**src/hw/rtl/mips_multicycle_control_fsm_core_assert.svh**
```systemverilog
// assertion macros shared by the control unit modules
`ifndef MIPS_MULTICYCLE_CONTROL_FSM_CORE_ASSERT_SVH
`define MIPS_MULTICYCLE_CONTROL_FSM_CORE_ASSERT_SVH

// clocked assertion, checked only while out of reset
`define MMCF_ASSERT(label, clk, rst_n, prop, msg) \
  label: assert property (@(posedge clk) disable iff (!(rst_n)) (prop)) \
    else $error(msg);

// clocked assertion, checked during reset as well
`define MMCF_ASSERT_ALWAYS(label, clk, prop, msg) \
  label: assert property (@(posedge clk) (prop)) else $error(msg);

`endif

```
**src/hw/rtl/mmcf_pkg.sv**
```systemverilog
`default_nettype none

package mmcf_pkg;

  // control phases
  typedef enum logic [2:0] {
    PH_FETCH      = 3'd0,
    PH_WAIT_INSTR = 3'd1,
    PH_EXEC       = 3'd2,
    PH_WAIT_STORE = 3'd3,
    PH_WAIT_LOAD  = 3'd4,
    PH_HALTED     = 3'd5
  } phase_e;

  // event kinds
  localparam logic [2:0] REQ_CLOCK = 3'd0;
  localparam logic [2:0] REQ_OPCODE = 3'd1;
  localparam logic [2:0] REQ_FUNCT = 3'd2;
  localparam logic [2:0] REQ_INST_WAIT = 3'd3;
  localparam logic [2:0] REQ_DATA_WAIT = 3'd4;

  // opcodes
  localparam logic [5:0] OP_RTYPE = 6'h00;
  localparam logic [5:0] OP_J = 6'h02;
  localparam logic [5:0] OP_JAL = 6'h03;
  localparam logic [5:0] OP_BEQ = 6'h04;
  localparam logic [5:0] OP_BNE = 6'h05;
  localparam logic [5:0] OP_ADDI = 6'h08;
  localparam logic [5:0] OP_ADDIU = 6'h09;
  localparam logic [5:0] OP_ANDI = 6'h0c;
  localparam logic [5:0] OP_LW = 6'h23;
  localparam logic [5:0] OP_SW = 6'h2b;
  localparam logic [5:0] OP_HALT = 6'h3f;

  // function codes
  localparam logic [5:0] FN_SLL = 6'h00;
  localparam logic [5:0] FN_SRL = 6'h02;
  localparam logic [5:0] FN_JR = 6'h08;

  // select codes
  localparam logic [1:0] SRC2_REG = 2'd0;
  localparam logic [1:0] SRC2_IMM = 2'd1;
  localparam logic [1:0] SRC2_SHAMT = 2'd2;
  localparam logic [1:0] M2R_ALU = 2'd0;
  localparam logic [1:0] M2R_MEM = 2'd1;
  localparam logic [1:0] M2R_LINK = 2'd2;
  localparam logic [1:0] DST_RT = 2'd0;
  localparam logic [1:0] DST_RD = 2'd1;
  localparam logic [1:0] DST_LINK = 2'd2;
  localparam logic [1:0] ALUOP_ADD = 2'd0;
  localparam logic [1:0] ALUOP_CMP = 2'd1;
  localparam logic [1:0] ALUOP_FUNCT = 2'd2;
  localparam logic [1:0] ALUOP_AND = 2'd3;
  localparam logic [1:0] PCSRC_SEQ = 2'd0;
  localparam logic [1:0] PCSRC_JUMP = 2'd1;
  localparam logic [1:0] PCSRC_REG = 2'd2;

  // result item layout
  localparam int unsigned IN_W = 8;
  localparam int unsigned OUT_W = 24;
  localparam int unsigned HALT_BIT = 19;

  typedef struct packed {
    logic       branch;
    logic       alu_src_one;
    logic       reg_write;
    logic       sign_extend;
    logic       pc_enable;
    logic       inst_req;
    logic       inst_read;
    logic       data_req;
    logic       data_read;
    logic [1:0] alu_src_two;
    logic [1:0] mem_to_reg;
    logic [1:0] write_reg_dst;
    logic [1:0] alu_op_type;
    logic [1:0] pc_src;
  } ctrl_t;

  typedef struct packed {
    phase_e     phase;
    logic [5:0] opcode;
    logic [5:0] funct;
    ctrl_t      ctrl;
  } state_t;

  // pack the visible controls into one result item
  function automatic logic [OUT_W-1:0] pack_result(state_t s);
    logic [OUT_W-1:0] r;
    r = '0;
    r[0] = s.ctrl.branch;
    r[1] = s.ctrl.alu_src_one;
    r[2] = s.ctrl.reg_write;
    r[3] = s.ctrl.sign_extend;
    r[4] = s.ctrl.pc_enable;
    r[6:5] = s.ctrl.alu_src_two;
    r[8:7] = s.ctrl.mem_to_reg;
    r[10:9] = s.ctrl.write_reg_dst;
    r[12:11] = s.ctrl.alu_op_type;
    r[14:13] = s.ctrl.pc_src;
    r[18:15] = {s.ctrl.data_read, s.ctrl.data_req, s.ctrl.inst_read, s.ctrl.inst_req};
    r[HALT_BIT] = (s.phase == PH_HALTED);
    return r;
  endfunction

endpackage

`default_nettype wire

```
**src/hw/rtl/mmcf_step.sv**
```systemverilog
`default_nettype none

module mmcf_step
  import mmcf_pkg::*;
(
  input  state_t     state_i,
  input  logic [2:0] req_i,
  input  logic [5:0] value_i,
  output state_t     state_o
);

  state_t nxt;

  // next state for one event
  always_comb begin
    nxt = state_i;
    if (state_i.phase != PH_HALTED) begin
      case (req_i)
        REQ_CLOCK: begin
          if (state_i.phase == PH_FETCH) begin
            nxt.ctrl.inst_read = 1'b1;
            nxt.ctrl.inst_req = 1'b1;
            nxt.phase = PH_WAIT_INSTR;
          end else if (state_i.phase == PH_WAIT_INSTR) begin
            nxt.ctrl.pc_enable = 1'b0;
            nxt.ctrl.reg_write = 1'b0;
          end
        end
        REQ_OPCODE: nxt.opcode = value_i;
        REQ_FUNCT: nxt.funct = value_i;
        REQ_INST_WAIT: begin
          if (value_i == 6'd0) begin
            nxt.phase = PH_EXEC;
            // decode the stored opcode, only the named signals change
            case (state_i.opcode)
              OP_RTYPE: begin
                nxt.ctrl.branch = 1'b0;
                nxt.ctrl.alu_src_one = 1'b0;
                nxt.ctrl.mem_to_reg = M2R_ALU;
                nxt.ctrl.write_reg_dst = DST_RD;
                nxt.ctrl.alu_op_type = ALUOP_FUNCT;
                if (state_i.funct == FN_JR) begin
                  nxt.ctrl.reg_write = 1'b0;
                  nxt.ctrl.pc_src = PCSRC_REG;
                end else begin
                  nxt.ctrl.reg_write = 1'b1;
                  nxt.ctrl.pc_src = PCSRC_SEQ;
                end
                nxt.ctrl.alu_src_two =
                  (state_i.funct == FN_SLL || state_i.funct == FN_SRL) ? SRC2_SHAMT : SRC2_REG;
              end
              OP_J: begin
                nxt.ctrl.reg_write = 1'b0;
                nxt.ctrl.pc_src = PCSRC_JUMP;
              end
              OP_JAL: begin
                nxt.ctrl.reg_write = 1'b1;
                nxt.ctrl.mem_to_reg = M2R_LINK;
                nxt.ctrl.write_reg_dst = DST_LINK;
                nxt.ctrl.pc_src = PCSRC_JUMP;
              end
              OP_BEQ, OP_BNE: begin
                nxt.ctrl.branch = 1'b1;
                nxt.ctrl.reg_write = 1'b0;
                nxt.ctrl.sign_extend = 1'b1;
                nxt.ctrl.alu_src_one = 1'b0;
                nxt.ctrl.alu_src_two = SRC2_REG;
                nxt.ctrl.pc_src = PCSRC_SEQ;
                nxt.ctrl.alu_op_type = ALUOP_CMP;
              end
              OP_ADDI, OP_ADDIU, OP_ANDI: begin
                nxt.ctrl.branch = 1'b0;
                nxt.ctrl.reg_write = 1'b1;
                nxt.ctrl.sign_extend = (state_i.opcode == OP_ADDI);
                nxt.ctrl.alu_src_one = 1'b0;
                nxt.ctrl.alu_src_two = SRC2_IMM;
                nxt.ctrl.mem_to_reg = M2R_ALU;
                nxt.ctrl.write_reg_dst = DST_RT;
                nxt.ctrl.pc_src = PCSRC_SEQ;
                nxt.ctrl.alu_op_type = (state_i.opcode == OP_ANDI) ? ALUOP_AND : ALUOP_ADD;
              end
              OP_SW: begin
                nxt.ctrl.branch = 1'b0;
                nxt.ctrl.reg_write = 1'b0;
                nxt.ctrl.sign_extend = 1'b1;
                nxt.ctrl.alu_src_one = 1'b0;
                nxt.ctrl.alu_src_two = SRC2_IMM;
                nxt.ctrl.pc_src = PCSRC_SEQ;
                nxt.ctrl.alu_op_type = ALUOP_ADD;
                nxt.ctrl.data_read = 1'b0;
                nxt.ctrl.data_req = 1'b1;
                nxt.phase = PH_WAIT_STORE;
              end
              OP_LW: begin
                nxt.ctrl.branch = 1'b0;
                nxt.ctrl.reg_write = 1'b1;
                nxt.ctrl.sign_extend = 1'b1;
                nxt.ctrl.alu_src_one = 1'b0;
                nxt.ctrl.alu_src_two = SRC2_IMM;
                nxt.ctrl.mem_to_reg = M2R_MEM;
                nxt.ctrl.pc_src = PCSRC_SEQ;
                nxt.ctrl.alu_op_type = ALUOP_ADD;
                nxt.ctrl.data_read = 1'b1;
                nxt.ctrl.data_req = 1'b1;
                nxt.phase = PH_WAIT_LOAD;
              end
              OP_HALT: nxt.phase = PH_HALTED;
              default: nxt.ctrl.reg_write = 1'b0;
            endcase
            if (nxt.phase == PH_EXEC) begin
              nxt.ctrl.inst_req = 1'b0;
            end
          end else begin
            nxt.phase = PH_FETCH;
            nxt.ctrl.pc_enable = 1'b1;
          end
        end
        REQ_DATA_WAIT: begin
          if (value_i == 6'd0) begin
            nxt.ctrl.data_req = 1'b0;
          end else begin
            nxt.phase = PH_EXEC;
            nxt.ctrl.inst_req = 1'b0;
          end
        end
        default: ;
      endcase
    end
  end

  assign state_o = nxt;

endmodule

`default_nettype wire

```
**src/hw/rtl/mmcf_out_stage.sv**
```systemverilog
`default_nettype none
`include "mips_multicycle_control_fsm_core_assert.svh"

module mmcf_out_stage
  import mmcf_pkg::*;
(
  input  logic             clk_i,
  input  logic             rst_ni,
  input  logic             load_i,
  input  logic [OUT_W-1:0] data_i,
  output logic             room_o,
  output logic             valid_o,
  input  logic             ready_i,
  output logic [OUT_W-1:0] data_o
);

  logic             valid_q;
  logic             valid_d;
  logic [OUT_W-1:0] data_q;

  // room when empty or the held item leaves this cycle
  assign room_o = !valid_q || ready_i;

  always_comb begin
    valid_d = valid_q;
    if (load_i) begin
      valid_d = 1'b1;
    end else if (ready_i) begin
      valid_d = 1'b0;
    end
  end

  // valid flag
  always_ff @(posedge clk_i or negedge rst_ni) begin
    if (!rst_ni) begin
      valid_q <= 1'b0;
    end else begin
      valid_q <= valid_d;
    end
  end

  // result register
  always_ff @(posedge clk_i) begin
    if (load_i) begin
      data_q <= data_i;
    end
  end

  assign valid_o = valid_q;
  assign data_o = data_q;

  `MMCF_ASSERT(a_no_load_when_full, clk_i, rst_ni, (valid_q && !ready_i) |-> !load_i, "load into a held result")
  `MMCF_ASSERT(a_load_sets_valid, clk_i, rst_ni, load_i |=> valid_q, "loaded item not presented")
  `MMCF_ASSERT(a_drain_clears, clk_i, rst_ni, (valid_q && ready_i && !load_i) |=> !valid_q, "taken item repeated")
  `MMCF_ASSERT_ALWAYS(a_reset_empty, clk_i, !rst_ni |-> !valid_q, "result valid during reset")

endmodule

`default_nettype wire

```
**src/hw/rtl/mips_multicycle_control_fsm_core.sv**
```systemverilog
// Control unit for a small multicycle MIPS subset, driven by one event per item.
// Input channel s_axis: tuser carries the event kind (clock tick, opcode update,
// function update, instruction wait, data wait), tdata the opcode, function code
// or wait level. Output channel m_axis: every accepted item yields one result
// item carrying all control signals after that event.
// The result is registered and shown in the cycle after the item is accepted.
// Throughput: one item per cycle while results are taken; the event logic
// is a single combinational step between the state and result registers.
// s_axis_tready_o is high when the result register is empty or its item is
// being taken in the same cycle; while the receiver stalls a held result,
// input items wait and the state does not move.
// Reset: phase is waiting for instruction, opcode and function stores are zero,
// all controls clear except instruction request and read, no result pending.
// After the halt opcode is decoded the block reports its frozen controls with
// the halted flag for every later item.
`default_nettype none
`include "mips_multicycle_control_fsm_core_assert.svh"

module mips_multicycle_control_fsm_core
  import mmcf_pkg::*;
(
  input  logic             clk_i,
  input  logic             rst_ni,
  input  logic             s_axis_tvalid_i,
  output logic             s_axis_tready_o,
  input  logic [IN_W-1:0]  s_axis_tdata_i,  // event_value[5:0], zero [7:6]
  input  logic [2:0]       s_axis_tuser_i,  // req_type[2:0]
  output logic             m_axis_tvalid_o,
  input  logic             m_axis_tready_i,
  // branch[0], alu_src_one[1], reg_write[2], sign_extend[3], pc_enable[4],
  // alu_src_two[6:5], mem_to_reg[8:7], write_reg_dst[10:9], alu_op_type[12:11],
  // pc_src[14:13], mem_handshake[18:15], halted[19], zero [23:20]
  output logic [OUT_W-1:0] m_axis_tdata_o
);

  state_t state_q;
  state_t state_d;
  logic   accept;
  logic   room;

  assign s_axis_tready_o = room;
  assign accept = s_axis_tvalid_i && room;

  // event logic
  mmcf_step u_step (
    .state_i (state_q),
    .req_i   (s_axis_tuser_i),
    .value_i (s_axis_tdata_i[5:0]),
    .state_o (state_d)
  );

  // control state register
  always_ff @(posedge clk_i or negedge rst_ni) begin
    if (!rst_ni) begin
      state_q <= '{phase: PH_WAIT_INSTR, opcode: '0, funct: '0,
                   ctrl: '{inst_req: 1'b1, inst_read: 1'b1, default: '0}};
    end else if (accept) begin
      state_q <= state_d;
    end
  end

  // result register
  mmcf_out_stage u_out (
    .clk_i   (clk_i),
    .rst_ni  (rst_ni),
    .load_i  (accept),
    .data_i  (pack_result(state_d)),
    .room_o  (room),
    .valid_o (m_axis_tvalid_o),
    .ready_i (m_axis_tready_i),
    .data_o  (m_axis_tdata_o)
  );

  `MMCF_ASSERT(a_halt_sticky, clk_i, rst_ni, (state_q.phase == PH_HALTED) |=> (state_q.phase == PH_HALTED), "left halted phase")
  `MMCF_ASSERT(a_halt_frozen, clk_i, rst_ni, (state_q.phase == PH_HALTED) |=> $stable(state_q), "state moved while halted")
  `MMCF_ASSERT(a_halt_flag, clk_i, rst_ni, m_axis_tvalid_o |-> (m_axis_tdata_o[HALT_BIT] == (state_q.phase == PH_HALTED)), "halted flag out of step with state")

endmodule

`default_nettype wire

```
**config.mk**
```make
export PLATFORM = sky130hd
export DESIGN_NAME = mips_multicycle_control_fsm_core
export DESIGN_NICKNAME = d
export VERILOG_FILES = /design/src/hw/rtl/mmcf_pkg.sv /design/src/hw/rtl/mmcf_step.sv /design/src/hw/rtl/mmcf_out_stage.sv /design/src/hw/rtl/mips_multicycle_control_fsm_core.sv
export VERILOG_INCLUDE_DIRS = /design/src /design/src/hw/rtl
export SDC_FILE = /design/constraint.sdc
export NUM_CORES = 1
export LEC_CHECK = 0
export BUFFER_PORTS_ARGS = -buffer_cell sky130_fd_sc_hd__buf_2
export CORE_MARGIN = 5
export CORE_UTILIZATION = 46
export DETAILED_ROUTE_END_ITERATION = 6
export GPL_ROUTABILITY_DRIVEN = 0
export PLACE_DENSITY = 0.67
export SYNTH_ARGS = -nofsm -noshare
export SYNTH_HDL_FRONTEND = slang
export SYNTH_SLANG_ARGS = --single-unit
```
**constraint.sdc**
```tcl
create_clock -name clk_i -period 2.3 [get_ports clk_i]
set_input_delay 0.23 -clock clk_i [delete_from_list [all_inputs] [get_ports clk_i]]
set_output_delay 0.23 -clock clk_i [all_outputs]
set_load 0.05 [all_outputs]
```
After elaboration in Yosys (flattened, before gate mapping)
Cells that the tools add are included.
Widths: inputs -> output; s select.

operators by class
  reductions and logical operators = 22
  equality and inequality tests = 20
  muxes and demuxes = 46

operators by type and width
  operator            count
  $mux 34             1
  $eq 6x4->1 const B  4
  $pmux 2 s3          4
  $eq 6x2->1 const B  3
  $eq 6x6->1 const B  3
  $logic_not 6->1     3
  $mux 3              6
  $pmux 3 s3          2
  $mux 1              14
  $eq 6x3->1 const B  2
  $mux 12             1
  $mux 6              2
  $mux 11             1
  $mux 2              5
  $reduce_or 5->1     2
  $eq 3x2->1 const B  3
  $pmux 1 s2          4
  $pmux 2 s2          2
  $pmux 2 s4          1
  $reduce_or 4->1     2
  $reduce_or 7->1     1
  $eq 3x1->1 const B  2
  $eq 3x3->1 const B  2
  $logic_not 3->1     2
  other kinds (11)    16

storage, ports and cells
  input bits = 15
  bits in registers = 55
  word-level logic and storage cells = 107
  output and inout bits = 26

Depth between registers and ports, before layout
  depth in word-level cells = 11
  mapped depth = 8
  gate-level depth less buffers = 6

Cells and area by module
A second synthesis with hierarchy kept.

second synthesis, totals
  cell total of the unflattened synthesis = 236
  area total of the unflattened synthesis = 3072.9 um2

by module, submodules not included
  module                            area each (um2)  seq. area each (um2)  cells each  times used
  mips_multicycle_control_fsm_core  1407.6           854.6                 75          1
  mmcf_step                         897.1            0.0                   134         1
  mmcf_out_stage                    768.2            745.7                 27          1

Worst setup path before layout
Ideal clock, no wire load.

  path type = flip-flop to flip-flop
  start point = reg u_out.valid_q (netlist: u_out.valid_o)
  end point = reg state_q[14] in the netlist's numbering
  slack = -0.221 ns
  arrival time = 2.394 ns
  library setup time = 0.126 ns
  data required time = 2.174 ns
  period minus slack after synthesis = 2.521 ns
  stages on the path, launching flop included = 5
  path buffers = 0
  path through = dfrtp_1 nand2b_1 nand2_1 clkinv_1 mux2_2

between the ends
  word-level cells in the longest chain between the ends = 3

ends and longest elaborated chain
  item                    RTL line                                RTL
  start, declared         mmcf_out_stage.sv:17                    logic valid_q;
  start signal, assigned  mmcf_out_stage.sv:38                    valid_q <= valid_d;
  $logic_not 1->1         mmcf_out_stage.sv:22                    assign room_o = !valid_q || ready_i;
  $logic_or 1x1->1        mmcf_out_stage.sv:22
  via s_axis_tready_o     mips_multicycle_control_fsm_core.sv:25  output logic s_axis_tready_o,
  $logic_and 1x1->1       mips_multicycle_control_fsm_core.sv:42  assign accept = s_axis_tvalid_i && room;
  via accept              mips_multicycle_control_fsm_core.sv:38  logic accept;
  end signal, assigned    mips_multicycle_control_fsm_core.sv:55  state_q <= '{phase: PH_WAIT_INSTR, opcode: '0, funct: '0,
  end signal, assigned    mips_multicycle_control_fsm_core.sv:58  state_q <= state_d;
  end, declared           mips_multicycle_control_fsm_core.sv:36  state_t state_q;

The timed path passes the listed nets, and every way through them passes these cells.
A chain may end at the register's enable or synchronous reset.

Worst setup path in the final report
  start point = reg state_q[31] in the netlist's numbering
  end point = reg state_q[28] in the netlist's numbering

between the ends
  word-level cells in the longest chain between the ends = 2

ends and longest elaborated chain
  item                               RTL line         RTL
  $ne 3x3->1                         mmcf_step.sv:17  if (state_i.phase != PH_HALTED) begin
  $reduce_and 3->1 (no source line)  n/a

No other way between the ends.

==> run metrics <==
top post-synthesis cells by area=dfrtp_1 (29%), edfxtp_1 (22%), mux2_2 (5.7%), nand2_1 (5.3%), o21ai_0 (3.8%); most common library cells after synthesis=nand2_1 (39), dfrtp_1 (32), o21ai_0 (21); Setup-failing EPs final=0; drt drc=0; register area=1480 um2; Hold Crit Class=primary input to asynchronous set/reset pin; Multi-input gate area=1170 um2; layout cell share with drive strength beyond 1=26.7%; Synth top area share=28.9%; Die Wd=87.6 um; prevailing post-synth register cell=dfrtp_1; Worst-Skew Late Latency=0.30 ns; Clock Tree Root=clkbuf_8; CP Launch Type=register; Core Footprint=5890 um2; Rows=28; final setup skew=0.00369 ns; Synth area leader=dfrtp_1; H-tree levels=2; CTS Buffer Depth=2; Fin Setup TNS=0 ns; Reg clk slew, reported paths=0.09 ns; MaxCap Viol Count=0; flops & latches, synth=55; slowest CP cell=dfstp_2; capturing point of the worst reg2reg path=state_q[28]$_DFFE_PN0P_; IO Port Bufs=34; CTS Sinks=55; Final min period=2.12 ns; reg-to-reg setup timing slack=0.18 ns; 1st-pass router iterations=4; antenna violations before repair=0; Post-DP HPWL=4120 um; fin crit share=92.1%; critical register-to-register path startpoint=state_q[31]$_DFFE_PN1P_; CTS tree=yes; Die Y=87.6 um; Final nets=314; post-cts hold buffer count=0; WS Path Type=register to register; drt initial violations=166; Area Growth Syn to Fin=13.3%; slew margin rel.=48.3%; Netlist cell types=59; Fin. Hold Viols=14; unrepaired setup endpoints after global routing=no; post-route antenna net violation count=0; Routed WL=5590 um; Crit path arrival time=2.32 ns; Fmax=472 MHz; Routed wire per std cell=14.9 um; crit end category=register; sequential share of the synthesized area=53.4%; LEAKAGE=1.30 nW; pwr dens=810 nW/um2; Finished Layout Cells=375; Initial Utilization=47.1%; vias in the first global route=1990; top-count cell post-synth=nand2_1; # resized after CTS=0; slew at the pin closest to its max-slew limit=0.776 ns; GRT overflow=0; count of warnings emitted by yosys=0; placed cells=367; TritonCTS Buffers=5; worst-path cell chain=and3b_1, nor2_1, nand3_1, mux2_2; die area=7680 um2; WP data required=2.50 ns; Peak VDD IR=0.383 mV; mapped cell area=2770 um2; Setup Buffers After CTS=0; Avg Inst Size Synth=10.5 um2; total I/O pin count=41; n_diodes=0; max-slew violation count=0; worst-path maximum fanout=10; first-pass GRT wire length=9320 um; number of synthesized flops with an enable pin=20; cells on worst reg2reg path=4; outcome=complete, but fails checks; largest net degree at the start of global routing=36; CP max stage delay=0.62 ns; failing checks=negative hold slack; Mapped Cells=264; fraction of registers with async set/reset=63.6%; Final Hold Slack=-0.0117 ns; Via-to-Cell Ratio=5.66; routed vias=2124; Fillers=556; global-route usage over all layers=15.6%
## critical path, delay by kind of cell, from the launching register on
kind          cells  cell delay [ns]
mux               1             0.37
simple gates      3             1.02
flops             1             0.62
## power by group
part	switching [mW]	internal [mW]	leakage (nW)	total, mW
logic	0.385	0.249	0.633	0.634
registers	0.125	1.17	0.615	1.29
clock network	0.293	0.326	0.0524	0.619
## metrics by stage
stage	worst slack [ns]	cell area, um2	total power, mW	util [%]
after floorplan	0.0513	2790	1.78	-
after global placement	0.165	3030	1.93	51.6
after detailed placement	0.160	3030	1.94	51.6
after CTS	0.189	3140	2.56	53.4
after global routing	0.0666	3140	2.69	53.4
final	0.181	3140	2.54	53.4
## placed cells by master (no fill, tap or decap), types with 3 or more instances in the layout
cell	instances
nand2_1	39
buf_2	34
dfrtp_1	32
o21ai_0	21
edfxtp_1	20
mux2_2	14
a21oi_1	10
nand3_1	9
nor2_1	9
buf_4	9
nor3_1	8
nand2b_1	6
inv_1	6
clkbuf_8	5
nand4_1	4
or3_1	4
o21ai_1	4
conb_1	4
nand3b_1	3
a21o_1	3
nor4_1	3
a31oi_1	3
dfstp_2	3
## cell type report
cell class / instances / area share, %
flip-flops and latches: 55 / 47.1
multi-input cells: 186 / 37.4
repair buffers: 44 / 8.21
well taps: 75 / 2.99
clock buffers: 7 / 2.43
clock inverters: 1 / 0.956
inverters: 7 / 0.876
## routing by layer
| layer | GRT usage [%] | routed length [um] | up-vias |
|---|---|---|---|
| met5 | 0 | 0 | - |
| met4 | 6.42 | 123 | 0 |
| met3 | 2.73 | 264 | 8 |
| met2 | 24.9 | 2680 | 71 |
| met1 | 21.0 | 2530 | 1019 |
| li1 | - | - | 1026 |
## worst max path at each step
stage | startpoint | endpoint | depth (start not counted)
after floorplan | u_out.valid_o$_DFFE_PN0P_ | state_q[19]$_DFFE_PN0P_ | 5
after global placement | s_axis_tdata_i[1] | u_out.data_o[0]$_DFFE_PP_ | 5
after detailed placement | s_axis_tdata_i[1] | u_out.data_o[0]$_DFFE_PP_ | 5
after CTS | state_q[31]$_DFFE_PN1P_ | state_q[21]$_DFFE_PN0P_ | 4
after global routing | state_q[31]$_DFFE_PN1P_ | state_q[23]$_DFFE_PN0P_ | 4
final | state_q[31]$_DFFE_PN1P_ | state_q[28]$_DFFE_PN0P_ | 4
## sequential cells by signal, indices dropped and copies added, names as in the netlist
| register | cells |
|---|---|
| u_out.valid_o | 1 |
| u_out.data_o | 20 |
| state_q | 34 |
## logic make-up after synthesis
group	Yosys count	share of synthesized area [%]
other	1	0.135
AND/OR/NAND/NOR	103	20.2
AO/OA/AOI/OAI	64	15.7
flip-flops	55	53.4
buffers and inverters	26	4.65
XOR/XNOR	1	0.316
multiplexers	14	5.69
No activity file was read; power rests on OpenSTA's default activity.
